==> src/sv/indexed_priority_task_queue_assert.svh <==
// assertion macros shared by the task queue rtl
`ifndef INDEXED_PRIORITY_TASK_QUEUE_ASSERT_SVH
`define INDEXED_PRIORITY_TASK_QUEUE_ASSERT_SVH

// same-cycle implication, sampled on clock, off during reset
`define IPQ_ASSERT_SAME(label, ante, cons, msg) \
   label: assert property (@(posedge clock) disable iff (reset) (ante) |-> (cons)) \
      else $error(msg);

// next-cycle implication, sampled on clock, off during reset
`define IPQ_ASSERT_NEXT(label, ante, cons, msg) \
   label: assert property (@(posedge clock) disable iff (reset) (ante) |=> (cons)) \
      else $error(msg);

`endif

==> src/sv/ipq_pkg.sv <==
// types, constants and codes of the indexed priority task queue
`default_nettype none

package ipq_pkg;

   localparam int MAX_TASKS = 64;
   localparam int IDX_W     = (MAX_TASKS > 1) ? $clog2(MAX_TASKS) : 1;
   localparam int POS_W     = $clog2(MAX_TASKS + 1);
   localparam int KEY_W     = 16;
   localparam int OWNER_W   = 16;
   localparam int PRIO_W    = 31;

   typedef enum logic [1:0] {
      OP_ADD    = 2'd0,
      OP_EDIT   = 2'd1,
      OP_REMOVE = 2'd2,
      OP_TOP    = 2'd3
   } op_type;

   typedef enum logic [1:0] {
      STAT_OK        = 2'd0,
      STAT_EMPTY     = 2'd1,
      STAT_NOT_FOUND = 2'd2,
      STAT_FULL      = 2'd3
   } status_type;

   typedef struct packed {
      op_type              operation;
      logic [OWNER_W-1:0]  owner_id;
      logic [KEY_W-1:0]    task_key;
      logic [PRIO_W-1:0]   task_priority;
   } req_type;

   typedef struct packed {
      logic [OWNER_W-1:0]  top_owner;
      status_type          status;
   } rsp_type;

   typedef struct packed {
      logic                valid;
      logic [KEY_W-1:0]    task_key;
      logic [OWNER_W-1:0]  owner_id;
      logic [PRIO_W-1:0]   task_priority;
   } entry_type;

   // broadcast to every cell: shift ranges and insert slot
   typedef struct packed {
      logic                apply;
      logic [POS_W-1:0]    shl_lo;    // take right neighbor when shl_lo <= i < shl_end
      logic [POS_W-1:0]    shl_end;
      logic [POS_W-1:0]    shr_lo;    // take left neighbor when shr_lo < i <= shr_hi
      logic [POS_W-1:0]    shr_hi;
      logic                ins_en;
      logic [POS_W-1:0]    ins_pos;
      entry_type           ins_entry;
   } shift_ctrl_type;

   // result of the search pass over the chain
   typedef struct packed {
      logic                found;
      logic [IDX_W-1:0]    match_idx;
      logic [POS_W-1:0]    ins_pos;
      logic [OWNER_W-1:0]  owner_id;
   } scan_type;

endpackage

`default_nettype wire

==> src/sv/ipq_scan.sv <==
// encodes match and insert position from the cell flags and registers them
`default_nettype none

module ipq_scan (
   input  logic                                               clock,
   input  logic                                               capture,
   input  logic [ipq_pkg::MAX_TASKS-1:0]                      match_vec,
   input  logic [ipq_pkg::MAX_TASKS-1:0]                      greater_vec,
   input  logic [ipq_pkg::MAX_TASKS-1:0][ipq_pkg::OWNER_W-1:0] owner_vec,
   output ipq_pkg::scan_type                                  scan_out
);

   import ipq_pkg::*;

   scan_type                scan_ff;
   scan_type                scan_in;
   logic [MAX_TASKS-1:0]    edge_vec;
   logic [IDX_W-1:0]        edge_idx;
   logic [IDX_W-1:0]        match_idx;
   logic [OWNER_W-1:0]      owner_sel;

   // first greater slot: the one-hot 0 to 1 step of a monotone flag row
   always_comb begin
      for (int i = 0; i < MAX_TASKS; i++) begin
         if (i == 0) begin
            edge_vec[i] = greater_vec[i];
         end else begin
            edge_vec[i] = greater_vec[i] && !greater_vec[i-1];
         end
      end
   end

   // or-tree encoders over one-hot rows
   always_comb begin
      edge_idx  = '0;
      match_idx = '0;
      owner_sel = '0;
      for (int i = 0; i < MAX_TASKS; i++) begin
         edge_idx  = edge_idx  | (edge_vec[i]  ? IDX_W'(i) : '0);
         match_idx = match_idx | (match_vec[i] ? IDX_W'(i) : '0);
         owner_sel = owner_sel | (match_vec[i] ? owner_vec[i] : '0);
      end
   end

   always_comb begin
      scan_in.found     = |match_vec;
      scan_in.match_idx = match_idx;
      scan_in.ins_pos   = (|greater_vec) ? POS_W'(edge_idx) : POS_W'(MAX_TASKS);
      scan_in.owner_id  = owner_sel;
   end

   // search result register
   always_ff @(posedge clock) begin
      if (capture) begin
         scan_ff <= scan_in;
      end
   end

   assign scan_out = scan_ff;

endmodule

`default_nettype wire

==> config.mk <==
export PLATFORM = sky130hd
export DESIGN_NAME = ipq_scan
export DESIGN_NICKNAME = d
export VERILOG_FILES = /design/src/sv/indexed_priority_task_queue_assert.svh /design/src/sv/ipq_pkg.sv /design/src/sv/ipq_scan.sv
export SDC_FILE = /design/constraint.sdc
export NUM_CORES = 1
export LEC_CHECK = 0
export ABC_AREA = 1
export BUFFER_PORTS_ARGS = -buffer_cell sky130_fd_sc_hd__buf_4
export CORE_AREA = 4 4 458 460
export CTS_BUF_LIST = sky130_fd_sc_hd__clkbuf_8
export DETAILED_ROUTE_END_ITERATION = 8
export DIE_AREA = 0 0 462 464
export GPL_ROUTABILITY_DRIVEN = 0
export PLACE_DENSITY_LB_ADDON = 0.15
export SETUP_SLACK_MARGIN = 0.1
export SLEW_MARGIN = 30
export SYNTH_ARGS = -nofsm -noshare
export SYNTH_HDL_FRONTEND = slang
export SYNTH_SLANG_ARGS = --single-unit
==> constraint.sdc <==
create_clock -name clock -period 1.29 [get_ports clock]
set_input_delay 0.258 -clock clock [delete_from_list [all_inputs] [get_ports clock]]
set_output_delay 0.258 -clock clock [all_outputs]
set_load 0.1 [all_outputs]
==> impl_results.md <==
* IO buf count at about 1,200
* Max transition margin at 0.7039
* Crit path max fanout at 5
* Uppermost layer routed: met5
* Routed WL per cell at 26.39 um
* Share of cells above drive strength 1 at 0.4503
* Clock buffer depth at 2
* Ports at approximately 1,200
* DRC Markers at 0
* First-pass iteration count of the detailed router at 7
* Max Clk Rate at 0.5753 GHz
* ANT nets after route at 0
* Synth warn at 0
* Synthesized Nets at 3,546
* Routed wl met3 at ~14,000 um
* Worst-Margin Slew at approximately 440 ps
* Min Clock Period, post-route at 1738 ps
* Endpoints failing hold at 0
* Die height at 464 um
* # rows at 167
* Pwr/cell area at 408.4 nW/um2
* Setup WS post-layout at -448.3 ps
* RSZ-0062 raised after global routing: yes
* Final setup fails at 28
* CP Capture Type: flop
* Post-Syn Area at between 10,000 and 15,000 um2
* Clock sinks at 30
* GRT overflow at 0
* Post-Syn Area per Cell at ~4.5 um2
* Hold endpoint: scan_out[16]
* Max reg flops at 30
* HP Class: in -> reg
* Total power at 10.94 mW
* Clock slew at reported path FFs at ~90 ps
* Max-cap violations at 0
* Worst hold stages at 5
* Placeable Area at 206,000 um2
* Max IR drop VDD at 0.0003552 V
* Largest net degree at the start of global routing at 22
* Total die area at 214,400 um2
* # hold bufs at CTS at 0
* Vias per Instance at between 3 and 4
* Post-DP HPWL at 157,800 um
* Starting DRT DRC Count at 1,177
* P_leak at 13.85 nW
* Met2 wire len at 87,380 um
* Initial antenna violation count at 49
* CTS H-Tree Depth at 2
* Initial Util at 0.05246
* Vias post-DR at 20,760
* CTS root buffer: clkbuf_8
* Post-Route WL at 172,000 um
* Startpoint Class: input pin
* Critical Path Source: match_vec[27]
* Post-Synthesis Cells at between 2,000 and 2,500
* TritonCTS clock tree: built
* Crit path DAT at 1830 ps
* Hold path startpoint: greater_vec[9]
* Final #Nets at 4,953
* Post-layout util at 0.1301
* Violated checks: negative setup slack
* Synth unique cells at 25
* Slew Limit Fails at 0
* Kind of critical path: in -> reg
* Flops & latches, synth at 30
* TritonCTS Buffers at 5
* DRT met1 WL at 68,560 um
* Gr usage total at 0.1516
* Chip width at about 460 um
* Period utilization at 1.347
* Vias in the first global route at 21,770
* Area Overhead vs Synth at 147.9%
* Register area share after synthesis at 0.08335
* First-pass GRT wire length at 213,700 um
* Req. time, crit path at around 1400 ps
* Outcome: finished, violations left
==> through the flow <==
step / area [um2] / hold slack, ps / TNS (ps) / std cells / worst slack (ps)
floorplan: 11050 / 370.5 / 0 / 2392 / 68.22
global placement: 24970 / 730.4 / -22370 / 6469 / -1645
detailed placement: 24970 / 712.3 / -21560 / 6469 / -1562
CTS: 26360 / 297.2 / -6553 / 6497 / -438.4
global route: 26770 / 348.0 / -7099 / 6508 / -463.6
finish: 26790 / 351.2 / -5073 / 6518 / -448.3
==> per-layer routing <==
metal  global-route usage  up-vias
met2               0.2819      972
li1                     -    10110
met4              0.01904       14
met5                    0        -
met3              0.04336       92
met1               0.1743     9573
==> layout make-up <==
class	instances	area [um2]
antenna	14	35.03
clock buffer	5	68.82
clock inverter	3	21.27
fill	24550	179200
inverter	239	897.1
multi-input combinational	1995	8862
sequential	30	900.9
tap	2704	3383
timing repair buffer	1528	12630
==> Yosys cell counts <==
cell type / count / area share
edfxtp_1: 30 / 0.083
nor3_1: 11 / 0.0051
buf_2: 86 / 0.040
inv_2: 3 / 0.0010
nor2_4: 6 / 0.0063
o21bai_1: 1 / 0.00069
nor2_2: 9 / 0.0052
or2_1: 1 / 0.00058
nand3_1: 7 / 0.0032
nand3b_1: 5 / 0.0035
nand4_1: 174 / 0.10
o22ai_1: 1 / 0.00058
nor2_1: 255 / 0.089
nand2_1: 1488 / 0.52
nand2_2: 1 / 0.00058
or2_0: 1 / 0.00058
o21ai_0: 30 / 0.014
nor3_2: 1 / 0.00093
nor4_1: 2 / 0.0012
nand3_2: 1 / 0.00093
buf_4: 4 / 0.0028
nand4_2: 1 / 0.0012
buf_8: 3 / 0.0042
inv_1: 236 / 0.082
buf_6: 35 / 0.036
==> logic make-up (layout without fill, tap and decap cells) <==
family	count (synthesis)	in the layout	share of synthesized area
simple gates	1963	1963	0.7352
buf+inv	367	1775	0.1662
compound gates	32	32	0.01517
flops	30	30	0.08335
other cells	0	14	0
==> what timing repair did <==
| item | CTS | global route |
|---|---|---|
| endpoints found under the setup margin | 53 | 56 |
| pin swaps | 67 | 66 |
| setup buffers | 21 | 8 |
| gates resized for setup | 298 | 99 |
==> power by group <==
| group | total [mW] | switching [mW] | internal [mW] |
|---|---|---|---|
| Combinational | 8.68 | 4.51 | 4.17 |
| Clock | 1.09 | 0.705 | 0.384 |
| Sequential | 1.17 | 0.0527 | 1.12 |
| Total | 10.9 | 5.27 | 5.67 |
==> worst max-delay path: stages <==
cell,delay [ps]
buf_12,130
buf_6,120
nand2_1,60
nand4_1,370
buf_6,280
nor2_4,90
nand2_4,90
nor2_4,310
nand2_1,90
==> layout by cell type, fill, tap and decap left out, types with 8 or more instances in the layout <==
cell type / count
nand2_4: 18
nand2_1: 1411
buf_8: 15
edfxtp_1: 30
nand4_1: 174
nor2_1: 189
buf_12: 53
buf_4: 1385
nor3_1: 8
nor2_4: 47
inv_1: 235
nor2_2: 34
buf_6: 69
o21ai_0: 28
nand2_2: 59
diode_2: 14
==> worst max-delay path by stage <==
stage               slack [ps]  cells past startpoint      endpoint
finish                    -450                      9   scan_out[2]
detailed placement       -1560                      9   scan_out[2]
CTS                       -440                      9   scan_out[2]
global placement         -1640                      9   scan_out[2]
floorplan                   70                      8  scan_out[29]
global route              -460                      9   scan_out[2]
(Power assumes the default switching activity.)
