<file path="src/sv/indexed_priority_task_queue_assert.svh">
// assertion macros shared by the task queue rtl
`ifndef INDEXED_PRIORITY_TASK_QUEUE_ASSERT_SVH
`define INDEXED_PRIORITY_TASK_QUEUE_ASSERT_SVH

// same-cycle implication, sampled on clock, off during reset
`define IPQ_ASSERT_SAME(label, ante, cons, msg) \
   label: assert property (@(posedge clock) disable iff (reset) (ante) |-> (cons)) \
      else $error(msg);

// next-cycle implication, sampled on clock, off during reset
`define IPQ_ASSERT_NEXT(label, ante, cons, msg) \
   label: assert property (@(posedge clock) disable iff (reset) (ante) |=> (cons)) \
      else $error(msg);

`endif

</file>
<file path="src/sv/ipq_pkg.sv">
// types, constants and codes of the indexed priority task queue
`default_nettype none

package ipq_pkg;

   localparam int MAX_TASKS = 64;
   localparam int IDX_W     = (MAX_TASKS > 1) ? $clog2(MAX_TASKS) : 1;
   localparam int POS_W     = $clog2(MAX_TASKS + 1);
   localparam int KEY_W     = 16;
   localparam int OWNER_W   = 16;
   localparam int PRIO_W    = 31;

   typedef enum logic [1:0] {
      OP_ADD    = 2'd0,
      OP_EDIT   = 2'd1,
      OP_REMOVE = 2'd2,
      OP_TOP    = 2'd3
   } op_type;

   typedef enum logic [1:0] {
      STAT_OK        = 2'd0,
      STAT_EMPTY     = 2'd1,
      STAT_NOT_FOUND = 2'd2,
      STAT_FULL      = 2'd3
   } status_type;

   typedef struct packed {
      op_type              operation;
      logic [OWNER_W-1:0]  owner_id;
      logic [KEY_W-1:0]    task_key;
      logic [PRIO_W-1:0]   task_priority;
   } req_type;

   typedef struct packed {
      logic [OWNER_W-1:0]  top_owner;
      status_type          status;
   } rsp_type;

   typedef struct packed {
      logic                valid;
      logic [KEY_W-1:0]    task_key;
      logic [OWNER_W-1:0]  owner_id;
      logic [PRIO_W-1:0]   task_priority;
   } entry_type;

   // broadcast to every cell: shift ranges and insert slot
   typedef struct packed {
      logic                apply;
      logic [POS_W-1:0]    shl_lo;    // take right neighbor when shl_lo <= i < shl_end
      logic [POS_W-1:0]    shl_end;
      logic [POS_W-1:0]    shr_lo;    // take left neighbor when shr_lo < i <= shr_hi
      logic [POS_W-1:0]    shr_hi;
      logic                ins_en;
      logic [POS_W-1:0]    ins_pos;
      entry_type           ins_entry;
   } shift_ctrl_type;

   // result of the search pass over the chain
   typedef struct packed {
      logic                found;
      logic [IDX_W-1:0]    match_idx;
      logic [POS_W-1:0]    ins_pos;
      logic [OWNER_W-1:0]  owner_id;
   } scan_type;

endpackage

`default_nettype wire

</file>
<file path="src/sv/ipq_cell.sv">
// one slot of the sorted task chain
`default_nettype none

module ipq_cell (
   input  logic                          clock,
   input  logic                          reset,
   input  logic [ipq_pkg::IDX_W-1:0]     cell_index,
   input  ipq_pkg::req_type              probe,
   input  ipq_pkg::entry_type            left_in,
   input  ipq_pkg::entry_type            right_in,
   input  ipq_pkg::shift_ctrl_type       ctrl,
   output ipq_pkg::entry_type            entry_out,
   output logic                          match_out,
   output logic                          greater_out
);

   import ipq_pkg::*;

   `include "indexed_priority_task_queue_assert.svh"

   entry_type           entry_ff;
   entry_type           entry_in;
   logic [POS_W-1:0]    pos;
   logic                take_right;
   logic                take_left;
   logic                take_new;

   assign pos = POS_W'(cell_index);

   // compare the probe against the held entry
   assign match_out   = entry_ff.valid && (entry_ff.task_key == probe.task_key);
   assign greater_out = !entry_ff.valid
                        || ({probe.task_priority, probe.task_key}
                            > {entry_ff.task_priority, entry_ff.task_key});

   // decode the broadcast ranges against this slot
   assign take_right = (pos >= ctrl.shl_lo) && (pos < ctrl.shl_end);
   assign take_left  = (pos > ctrl.shr_lo) && (pos <= ctrl.shr_hi);
   assign take_new   = ctrl.ins_en && (pos == ctrl.ins_pos);

   // next entry
   always_comb begin
      entry_in = entry_ff;
      if (ctrl.apply) begin
         priority if (take_new) begin
            entry_in = ctrl.ins_entry;
         end else if (take_right) begin
            entry_in = right_in;
         end else if (take_left) begin
            entry_in = left_in;
         end
      end
   end

   // slot register, only the valid bit is reset
   always_ff @(posedge clock) begin
      if (reset) begin
         entry_ff.valid <= 1'b0;
      end else begin
         entry_ff <= entry_in;
      end
   end

   assign entry_out = entry_ff;

   // chain stays packed toward slot zero and sorted high to low
   `IPQ_ASSERT_SAME(a_cell_packed, entry_ff.valid && (cell_index != '0), left_in.valid,
      "valid slot behind an empty one")
   `IPQ_ASSERT_SAME(a_cell_sorted, entry_ff.valid && (cell_index != '0),
      {left_in.task_priority, left_in.task_key} > {entry_ff.task_priority, entry_ff.task_key},
      "chain out of order")

endmodule

`default_nettype wire

</file>
<file path="config.mk">
export PLATFORM = sky130hd
export DESIGN_NAME = ipq_cell
export DESIGN_NICKNAME = d
export VERILOG_FILES = /design/src/sv/ipq_pkg.sv /design/src/sv/ipq_cell.sv
export VERILOG_INCLUDE_DIRS = /design/src /design/src/sv
export SDC_FILE = /design/constraint.sdc
export NUM_CORES = 1
export LEC_CHECK = 0
export ABC_AREA = 0
export BUFFER_PORTS_ARGS = -buffer_cell sky130_fd_sc_hd__buf_2
export CAP_MARGIN = 25
export CORE_AREA = 2 2 145 147
export DETAILED_ROUTE_END_ITERATION = 10
export DIE_AREA = 0 0 147 149
export PLACE_DENSITY = 0.51
export SLEW_MARGIN = 25
export SYNTH_ARGS = -nofsm -noshare
export SYNTH_HDL_FRONTEND = slang
export SYNTH_SLANG_ARGS = --single-unit
export TNS_END_PERCENT = 1
</file>
<file path="constraint.sdc">
create_clock -name clock -period 7.45 [get_ports clock]
set_clock_uncertainty 0.2 [all_clocks]
set_input_delay 1.49 -clock clock [delete_from_list [all_inputs] [get_ports clock]]
set_output_delay 1.49 -clock clock [all_outputs]
set_load 0.02 [all_outputs]
</file>
==> qor.txt, run 1 <==
status -> completed
fin. max-slew vios -> 0
Clock Tree Buf Depth -> 2
DRT antenna net count -> 0
Die Ht -> 149 um
Critical Path Start Type -> input pin
vias in the first global route -> 5065
Hold Path Class -> reg -> reg
Storage cell area -> 1910 sq um
IO Count -> 368
total negative slack -> 0 ns
GR Util All Layers -> 15.6%
Vias -> 5054
Final setup violation count -> 0
WL per Instance -> 14.7 um
CTS sink cnt -> 64
clock latency on the worst-skew pair -> 0.33 ns
post-synthesis sequential area ratio -> 36.1%
pre-CTS worst setup slack -> 2.32 ns
P per Cell Area -> 156 nW/um^2
most frequent cell after synthesis -> nand2_1
most area-hungry cell type in the Yosys netlist -> edfxtp_1
GPL Wtd Cong -> 0.812
worst-case headroom to the max-slew limit -> 50.4%
drt total wl -> 17.3 mm
Max-Cap Viols -> 0
Mapped Area -> 5290 sq um
Setup crit end kind -> output port
grt total ovfl -> 0
Post-CTS Hold Buffers -> 0
Die Width -> 147 um
Static Leak -> 4.01 nW
Multi-input gate area -> 2930 sq um
post-cts resize count -> 0
Post-layout nets -> 1267
FMAX -> 197 MHz
Worst Path Max Fanout -> 3
postcts setup bufs -> 0
Cell Rows -> 53
Synth cell types -> 49
unrepaired setup endpoints after global routing -> false
antenna violations before repair -> 1
pin count of the biggest net entering global routing -> 77
CTS Buf Count -> 9
syn avg cell area -> 9.60 sq um
EDFF count, synth -> 63
dpl hpwl -> 14.5 mm
share of cells above drive strength 1 -> 41.8%
DR iter-0 viols -> 96
Arrival @ worst endpoint -> 3.40 ns
final period utilization -> 68.3%
number of H-tree levels -> 3
commonest cells in the netlist -> 77 x nand2_1, 70 x ha_1, 70 x inv_1
max reg flops -> 64
final worst slack -> 2.36 ns
core area -> 20600 sq um
post-layout minimum cycle time -> 5.09 ns
slew at the pin closest to its max-slew limit -> 0.744 ns
top cells by area, synth -> edfxtp_1 36%, ha_1 17%, mux2i_1 12%, nand2_1 5.5%, o21ai_1 5.0%
drt drc -> 0
initial core utilization -> 25.7%
clock tree from TritonCTS -> done
Synth Instances -> 551
Root Buffer -> clkbuf_16
Die ar. -> 21900 sq um
#FFs+latches synth -> 64
Clk pin slew, worst setup/hold paths -> 0.06 ns
vias per std cell -> 4.30
Synth top area share -> 35.8%
Main synth FF type -> edfxtp_1
peak supply drop -> 0.0000842 V
Synth Net Count -> 923
Critical Path RT -> 5.76 ns
crit path kind -> in -> out
Post-Route Utilization -> 36.5%
IO buf count -> 349
global-route wire length before repair -> 26.1 mm
Fillers -> 2201
asr flop ratio synth -> 0%
Ys Warns -> 0
Final Hold Viols -> 0
Detailed Routing Iterations Pass 1 -> 5
Area Overhead vs Synth -> 42.0%
[layout by cell type (no fill, tap or decap), types with 2 or more instances in the layout]
cell type / instances
clkbuf_1: 2
xor2_1: 4
and3_1: 2
nand3_1: 7
nor3_1: 5
o21ai_2: 2
a21oi_1: 25
inv_1: 70
a31oi_1: 2
o21a_1: 2
nor2_1: 6
o21ai_1: 53
nor2b_1: 5
ha_1: 70
and4_1: 2
clkinv_1: 2
nand2b_1: 3
edfxtp_1: 63
a21o_1: 10
o21ai_0: 22
nand2_1: 77
mux2i_1: 63
clkinv_2: 2
o211ai_1: 2
buf_4: 4
nand3b_1: 2
buf_2: 349
xnor2_1: 2
nand4_1: 11
clkbuf_16: 9
[per-layer routing]
metal | global-route usage (%) | part of all wire, % | vias to the layer above
li1 | - | - | 2661
met1 | 17.6 | 41 | 2182
met2 | 28.8 | 50 | 197
met3 | 4.22 | 7.5 | 14
met4 | 4.62 | 1.4 | 0
met5 | 0 | 0 | -
[final timing paths]
path                                     from             to  slack, ns  cells past startpoint
worst max-delay path                probe[10]    greater_out       2.36                      9
worst min-delay path            entry_out[63]  entry_out[63]       0.66                      2
worst max register to register  entry_out[63]  entry_out[63]       6.33                      2
worst min register to register  entry_out[63]  entry_out[63]       0.66                      2
[power by group]
| group | leakage [nW] | internal [mW] | switching (mW) | total [mW] |
|---|---|---|---|---|
| registers | 0.582 | 0.431 | 0.0108 | 0.441 |
| logic | 3.29 | 0.148 | 0.170 | 0.318 |
| clock network | 0.138 | 0.256 | 0.159 | 0.415 |
[critical path, cell delays in order]
cell and delay [ns]:
buf_2 0.10, ha_1 0.31, nand4_1 0.19, nor4_2 0.42, and4_1 0.29, nand4_1 0.13
a32oi_1 0.24, nand2_1 0.07, buf_2 0.16
[cells by family (layout without fill, tap and decap cells)]
family / Yosys count / count (layout) / share of synthesized area, %
xor+xnor: 6 / 6 / 0.993
compound gates: 132 / 132 / 14.6
flops: 64 / 64 / 36.1
other cells: 0 / 1 / 0
fa+ha+maj: 70 / 70 / 16.6
buf+inv: 91 / 440 / 8.75
mux: 63 / 63 / 11.9
simple gates: 125 / 125 / 11.1
[per-stage QoR]
stage	hold WS, ns	instances	power [mW]	cell area [sq um]
final	0.657	1176	1.17	7510
after global placement	0.644	1159	0.768	7230
after global routing	0.691	1175	1.25	7510
after detailed placement	0.650	1159	0.773	7230
after floorplan	0.598	551	0.638	5290
after CTS	0.660	1175	1.20	7510
[layout make-up]
cell class | instances | area share [%]
Tap cell | 275 | 4.58
Multi-Input combinational cell | 396 | 39.0
Clock buffer | 11 | 3.10
Timing Repair Buffer | 353 | 23.7
Inverter | 71 | 3.58
Antenna cell | 1 | 0.0333
Sequential cell | 64 | 25.4
Clock inverter | 5 | 0.633
No activity file was read; power rests on OpenSTA's default activity.
==> inputs of run 2 (changes only) <==
==> constraint.sdc (replaced) <==
create_clock -name clock -period 4.8 [get_ports clock]
set_clock_uncertainty 0.2 [all_clocks]
set_input_delay 0.96 -clock clock [delete_from_list [all_inputs] [get_ports clock]]
set_output_delay 0.96 -clock clock [all_outputs]
set_load 0.02 [all_outputs]
==> qor.txt, run 2 (same netlist as run 1, synthesis figures left out) <==
status -> completed
Max-Cap Viols -> 0
commonest non-fill, non-tap cell in the layout -> buf_2
postcts setup bufs -> 0
clock latency on the worst-skew pair -> 0.33 ns
share of cells above drive strength 1 -> 41.9%
CP Capture Point -> greater_out
unrepaired setup endpoints after global routing -> false
Clk pin slew, worst setup/hold paths -> 0.06 ns
Post-CTS Hold Buffers -> 0
final worst slack -> 0.722 ns
Critical Path RT -> 3.64 ns
P per Cell Area -> 241 nW/um^2
IO buf count -> 349
Root Buffer -> clkbuf_16
post-layout minimum cycle time -> 4.08 ns
crit path kind -> in -> out
R2R cell count -> 2
Post-layout nets -> 1268
fin. max-slew vios -> 0
Hold Path Class -> reg -> reg
Area Overhead vs Synth -> 42.3%
max reg flops -> 64
Critical Path Start Type -> input pin
final period utilization -> 85.0%
Final setup violation count -> 0
register-to-register setup slack -> 3.69 ns
Detailed Routing Iterations Pass 1 -> 4
GPL Wtd Cong -> 0.782
Critical path origin -> probe[10]
vias in the first global route -> 5069
Max stage delay cell, worst path -> nor4_2
peak supply drop -> 0.000159 V
Multi-input gate area -> 2930 sq um
Final Hold Viols -> 0
DRT antenna net count -> 0
drt total wl -> 17.1 mm
Hold Slack -> 0.652 ns
GR Util All Layers -> 15.4%
WL per Instance -> 14.6 um
R2R Path Start -> entry_out[63]
clock tree from TritonCTS -> done
critical path cell sequence -> buf_2 > ha_1 > nand4_1 > nor4_2 > and4_1 > nand4_1 > a32oi_1 > nand2_1 > buf_2
CTS sink cnt -> 64
global-route wire length before repair -> 26.0 mm
grt total ovfl -> 0
core area -> 20600 sq um
CTS Buf Count -> 9
Static Leak -> 4.01 nW
Post-Route Utilization -> 36.6%
FMAX -> 245 MHz
number of H-tree levels -> 3
IO Count -> 368
Placed Area -> 7250 sq um
Die ar. -> 21900 sq um
CP max stage delay -> 0.45 ns
reg2reg end -> entry_out[63]
Storage cell area -> 1910 sq um
pre-CTS worst setup slack -> 0.709 ns
worst-case headroom to the max-slew limit -> 54.1%
Die Width -> 147 um
Clock Tree Buf Depth -> 2
initial core utilization -> 25.7%
antenna violations before repair -> 2
dpl hpwl -> 14.6 mm
vias per std cell -> 4.30
DR iter-0 viols -> 121
Arrival @ worst endpoint -> 2.92 ns
post-cts resize count -> 0
Vias -> 5055
Die Ht -> 149 um
post-route cell area -> 7530 sq um
Setup crit end kind -> output port
Worst Path Max Fanout -> 3
total negative slack -> 0 ns
pin count of the biggest net entering global routing -> 71
drt drc -> 0
Cell Rows -> 53
most frequent cells in the layout -> 349 x buf_2, 77 x nand2_1, 70 x inv_1, 70 x ha_1
slew at the pin closest to its max-slew limit -> 0.689 ns
Fillers -> 2166
==> run 2: cell types whose count changed in the layout (fill, tap and decap cells not counted), sizes merged <==
cell / delta
clkinvlp: +1
clkinv: -1
clkbuf: -2
buf: +1
==> run 2: area by class of cell <==
cell class	instances	share of cell area, %
sequential	64	25.4
antenna	1	0.0332
multi-input combinational	396	38.9
clock inverter	5	0.665
inverter	71	3.57
timing repair buffer	354	23.9
clock buffer	9	2.99
tap	275	4.57
==> run 2: through the flow <==
| stage | total power, mW | instances |
|---|---|---|
| after floorplan | 0.989 | 551 |
| after global placement | 1.19 | 1160 |
| after detailed placement | 1.20 | 1160 |
| after CTS | 1.85 | 1174 |
| after global routing | 1.93 | 1175 |
| final | 1.82 | 1175 |
==> run 2: critical path, delay by kind of cell <==
kind,cells,cell delay [ns]
and+or+nand+nor,5,1.15
adders and majority gates,1,0.30
buffers and inverters,2,0.26
AOI/OAI and AO/OA,1,0.24
==> run 2: layer usage <==
metal / track usage (%) / up-vias / share of wire [%]
li1: - / 2656 / -
met3: 4.68 / 24 / 8.2
met5: 0 / - / 0
met1: 17.1 / 2172 / 40
met2: 28.0 / 203 / 49
met4: 5.67 / 0 / 2.3
==> run 2: report_power, final <==
group | internal, mW | switching [mW] | leakage, nW
Combinational | 0.231 | 0.264 | 3.30
Clock | 0.392 | 0.245 | 0.132
Sequential | 0.668 | 0.0165 | 0.582
Total | 1.29 | 0.526 | 4.01
==> run 2: worst min-delay path by stage <==
| stage | endpoint | slack, ns | startpoint | depth (start not counted) |
|---|---|---|---|---|
| finish | entry_out[63] | 0.65 | entry_out[63] | 2 |
| global route | entry_out[63] | 0.70 | entry_out[63] | 2 |
| CTS | entry_out[63] | 0.66 | entry_out[63] | 2 |
| detailed placement | entry_out[63] | 0.64 | entry_out[63] | 2 |
| global placement | entry_out[63] | 0.64 | entry_out[63] | 2 |
| floorplan | entry_out[63] | 0.60 | entry_out[63] | 2 |
==> inputs of run 3 (changes only) <==
--- a/config.mk
+++ b/config.mk
@@ -9,10 +9,10 @@
 export ABC_AREA = 0
 export BUFFER_PORTS_ARGS = -buffer_cell sky130_fd_sc_hd__buf_2
 export CAP_MARGIN = 25
-export CORE_AREA = 2 2 145 147
+export CORE_AREA = 2 2 144 146
 export DETAILED_ROUTE_END_ITERATION = 10
-export DIE_AREA = 0 0 147 149
-export PLACE_DENSITY = 0.51
+export DIE_AREA = 0 0 146 148
+export PLACE_DENSITY = 0.54
 export SLEW_MARGIN = 25
 export SYNTH_ARGS = -nofsm -noshare
 export SYNTH_HDL_FRONTEND = slang
==> constraint.sdc (replaced) <==
create_clock -name clock -period 3.5 [get_ports clock]
set_clock_uncertainty 0.2 [all_clocks]
set_input_delay 0.7 -clock clock [delete_from_list [all_inputs] [get_ports clock]]
set_output_delay 0.7 -clock clock [all_outputs]
set_load 0.02 [all_outputs]
==> qor.txt, run 3 (same netlist as run 1, synthesis figures left out) <==
clock tree from TritonCTS -> done
post-route cell area -> 7860 sq um
Most common cell on crit path -> nand4_1
Detailed Routing Iterations Pass 1 -> 4
antenna violations before repair -> 1
Critical Path Start Type -> input pin
CP Capture Point -> greater_out
status -> completed
Clk pin slew, worst setup/hold paths -> 0.06 ns
Max stage delay cell, worst path -> nor4_4
Reg power frac -> 36.6%
core area -> 20000 sq um
delay-heaviest family, CP -> simple AND/OR/NAND/NOR gates
Comb pwr share -> 28.5%
CTS sink cnt -> 64
Final setup violation count -> 0
number of H-tree levels -> 3
post-layout minimum cycle time -> 3.48 ns
Cell Rows -> 52
IO Count -> 368
Vias -> 5224
Max-Cap Viols -> 0
commonest non-fill, non-tap cell in the layout -> buf_2
reg2reg end -> entry_out[63]
crit path kind -> in -> out
FMAX -> 288 MHz
Pint -> 1.81 mW
Final Hold Viols -> 0
WP buf/inv -> 2
GR Util All Layers -> 16.0%
vias per std cell -> 4.40
unrepaired setup endpoints after global routing -> true
Multi-input gate area -> 3040 sq um
drt drc -> 0
Post-CTS Hold Buffers -> 0
Critical Path RT -> 2.60 ns
Storage cell area -> 1910 sq um
initial core utilization -> 26.4%
Hold Path Class -> in -> reg
Worst Path Max Fanout -> 2
fin. max-slew vios -> 0
Critical path origin -> probe[8]
placed insts -> 1167
IO buf count -> 349
vias in the first global route -> 5213
sw frac -> 29.3%
P per Cell Area -> 326 nW/um^2
slew at the pin closest to its max-slew limit -> 0.616 ns
Post-Layout Cell Count -> 1187
Area Overhead vs Synth -> 48.6%
Setup crit end kind -> output port
Die ar. -> 21600 sq um
Hold Slack -> 0.435 ns
Die Ht -> 148 um
DRT antenna net count -> 0
Die Width -> 146 um
Arrival @ worst endpoint -> 2.58 ns
CP max stage delay -> 0.40 ns
Clock Tree Buf Depth -> 2
CP Depth -> 9
Post-layout nets -> 1284
Static Leak -> 4.13 nW
max reg flops -> 64
register-to-register setup slack -> 2.41 ns
clock network power share -> 34.9%
Placed Area -> 7460 sq um
clock latency on the worst-skew pair -> 0.33 ns
grt total ovfl -> 0
R2R cell count -> 2
worst-case headroom to the max-slew limit -> 58.7%
total negative slack -> 0 ns
dpl hpwl -> 15.1 mm
Tot Pwr -> 2.56 mW
CTS Buf Count -> 9
GPL Wtd Cong -> 0.839
critical path cell sequence -> buf_2 > ha_4 > nand4_1 > nor4_4 > and4_1 > nand4_1 > a32oi_1 > nand2_1 > buf_6
n_diodes -> 0
peak supply drop -> 0.000147 V
pin count of the biggest net entering global routing -> 60
most frequent cells in the layout -> 346 x buf_2, 77 x nand2_1, 64 x inv_1
share of cells above drive strength 1 -> 44.8%
DR iter-0 viols -> 170
global-route wire length before repair -> 26.9 mm
drt total wl -> 17.8 mm
Fillers -> 2083
WL per Instance -> 15.0 um
final period utilization -> 99.3%
Psw -> 753 uW
R2R Path Start -> entry_out[63]
Root Buffer -> clkbuf_16
[run 3: cell types whose count changed in the layout (fill, tap and decap cells not counted), sizes merged]
| cell | before | now |
|---|---|---|
| diode | 1 | 0 |
| clkinvlp | 1 | 2 |
| clkbuf | 9 | 10 |
| buf | 354 | 370 |
[run 3: tightest hold or removal path: cells and delay by family]
family | cells | cell delay (ns)
buf+inv | 1 | 0.07
compound gates | 1 | 0.05
simple gates | 1 | 0.03
[run 3: power by group through the flow]
stage	logic [mW]	registers [mW]	clock network [mW]
after floorplan	0.340	1.02	0
after global placement	0.716	0.954	0
after detailed placement	0.727	0.956	0
after CTS	0.732	0.940	0.922
after global routing	0.815	0.946	0.953
final	0.731	0.940	0.894
[run 3: metrics by stage]
stage,util [%],worst slack [ns]
after global placement,37.3,-0.0598
after global routing,39.2,-0.0394
after detailed placement,37.3,-0.0817
final,39.2,0.0244
after floorplan,-,0.000279
after CTS,38.8,0.00979
[run 3: worst min path at each step]
| stage | start | to | cells after the start |
|---|---|---|---|
| 6_report | ctrl[8] | entry_out[8] | 3 |
| 5_1_grt | ctrl[9] | entry_out[9] | 3 |
| 4_1_cts | ctrl[8] | entry_out[8] | 3 |
| 3_5_place_dp | entry_out[63] | entry_out[63] | 2 |
| 3_3_place_gp | entry_out[63] | entry_out[63] | 2 |
| 2_1_floorplan | entry_out[63] | entry_out[63] | 2 |
[run 3: cell type report]
| type | count | area share (%) |
|---|---|---|
| tap | 270 | 4.30 |
| sequential | 64 | 24.3 |
| multi-input combinational | 396 | 38.7 |
| clock buffer | 10 | 2.91 |
| clock inverter | 6 | 0.764 |
| inverter | 71 | 3.45 |
| timing repair buffer | 370 | 25.6 |
[run 3: timing repair]
| action | in CTS | in global routing |
|---|---|---|
| gates resized for setup | 2 | 10 |
| buffers inserted | 2 | 2 |
| endpoints found under the hold margin | 0 | 0 |
| pin swaps | 5 | 8 |
| setup endpoints to repair | 1 | 1 |
[run 3: per-layer routing]
layer	global-route usage [%]	share of wire, %	wire (um)
met2	30.4	51	9140
met4	4.17	1.0	183
met3	3.77	6.9	1230
met1	18.0	41	7270
met5	0	0.073	13
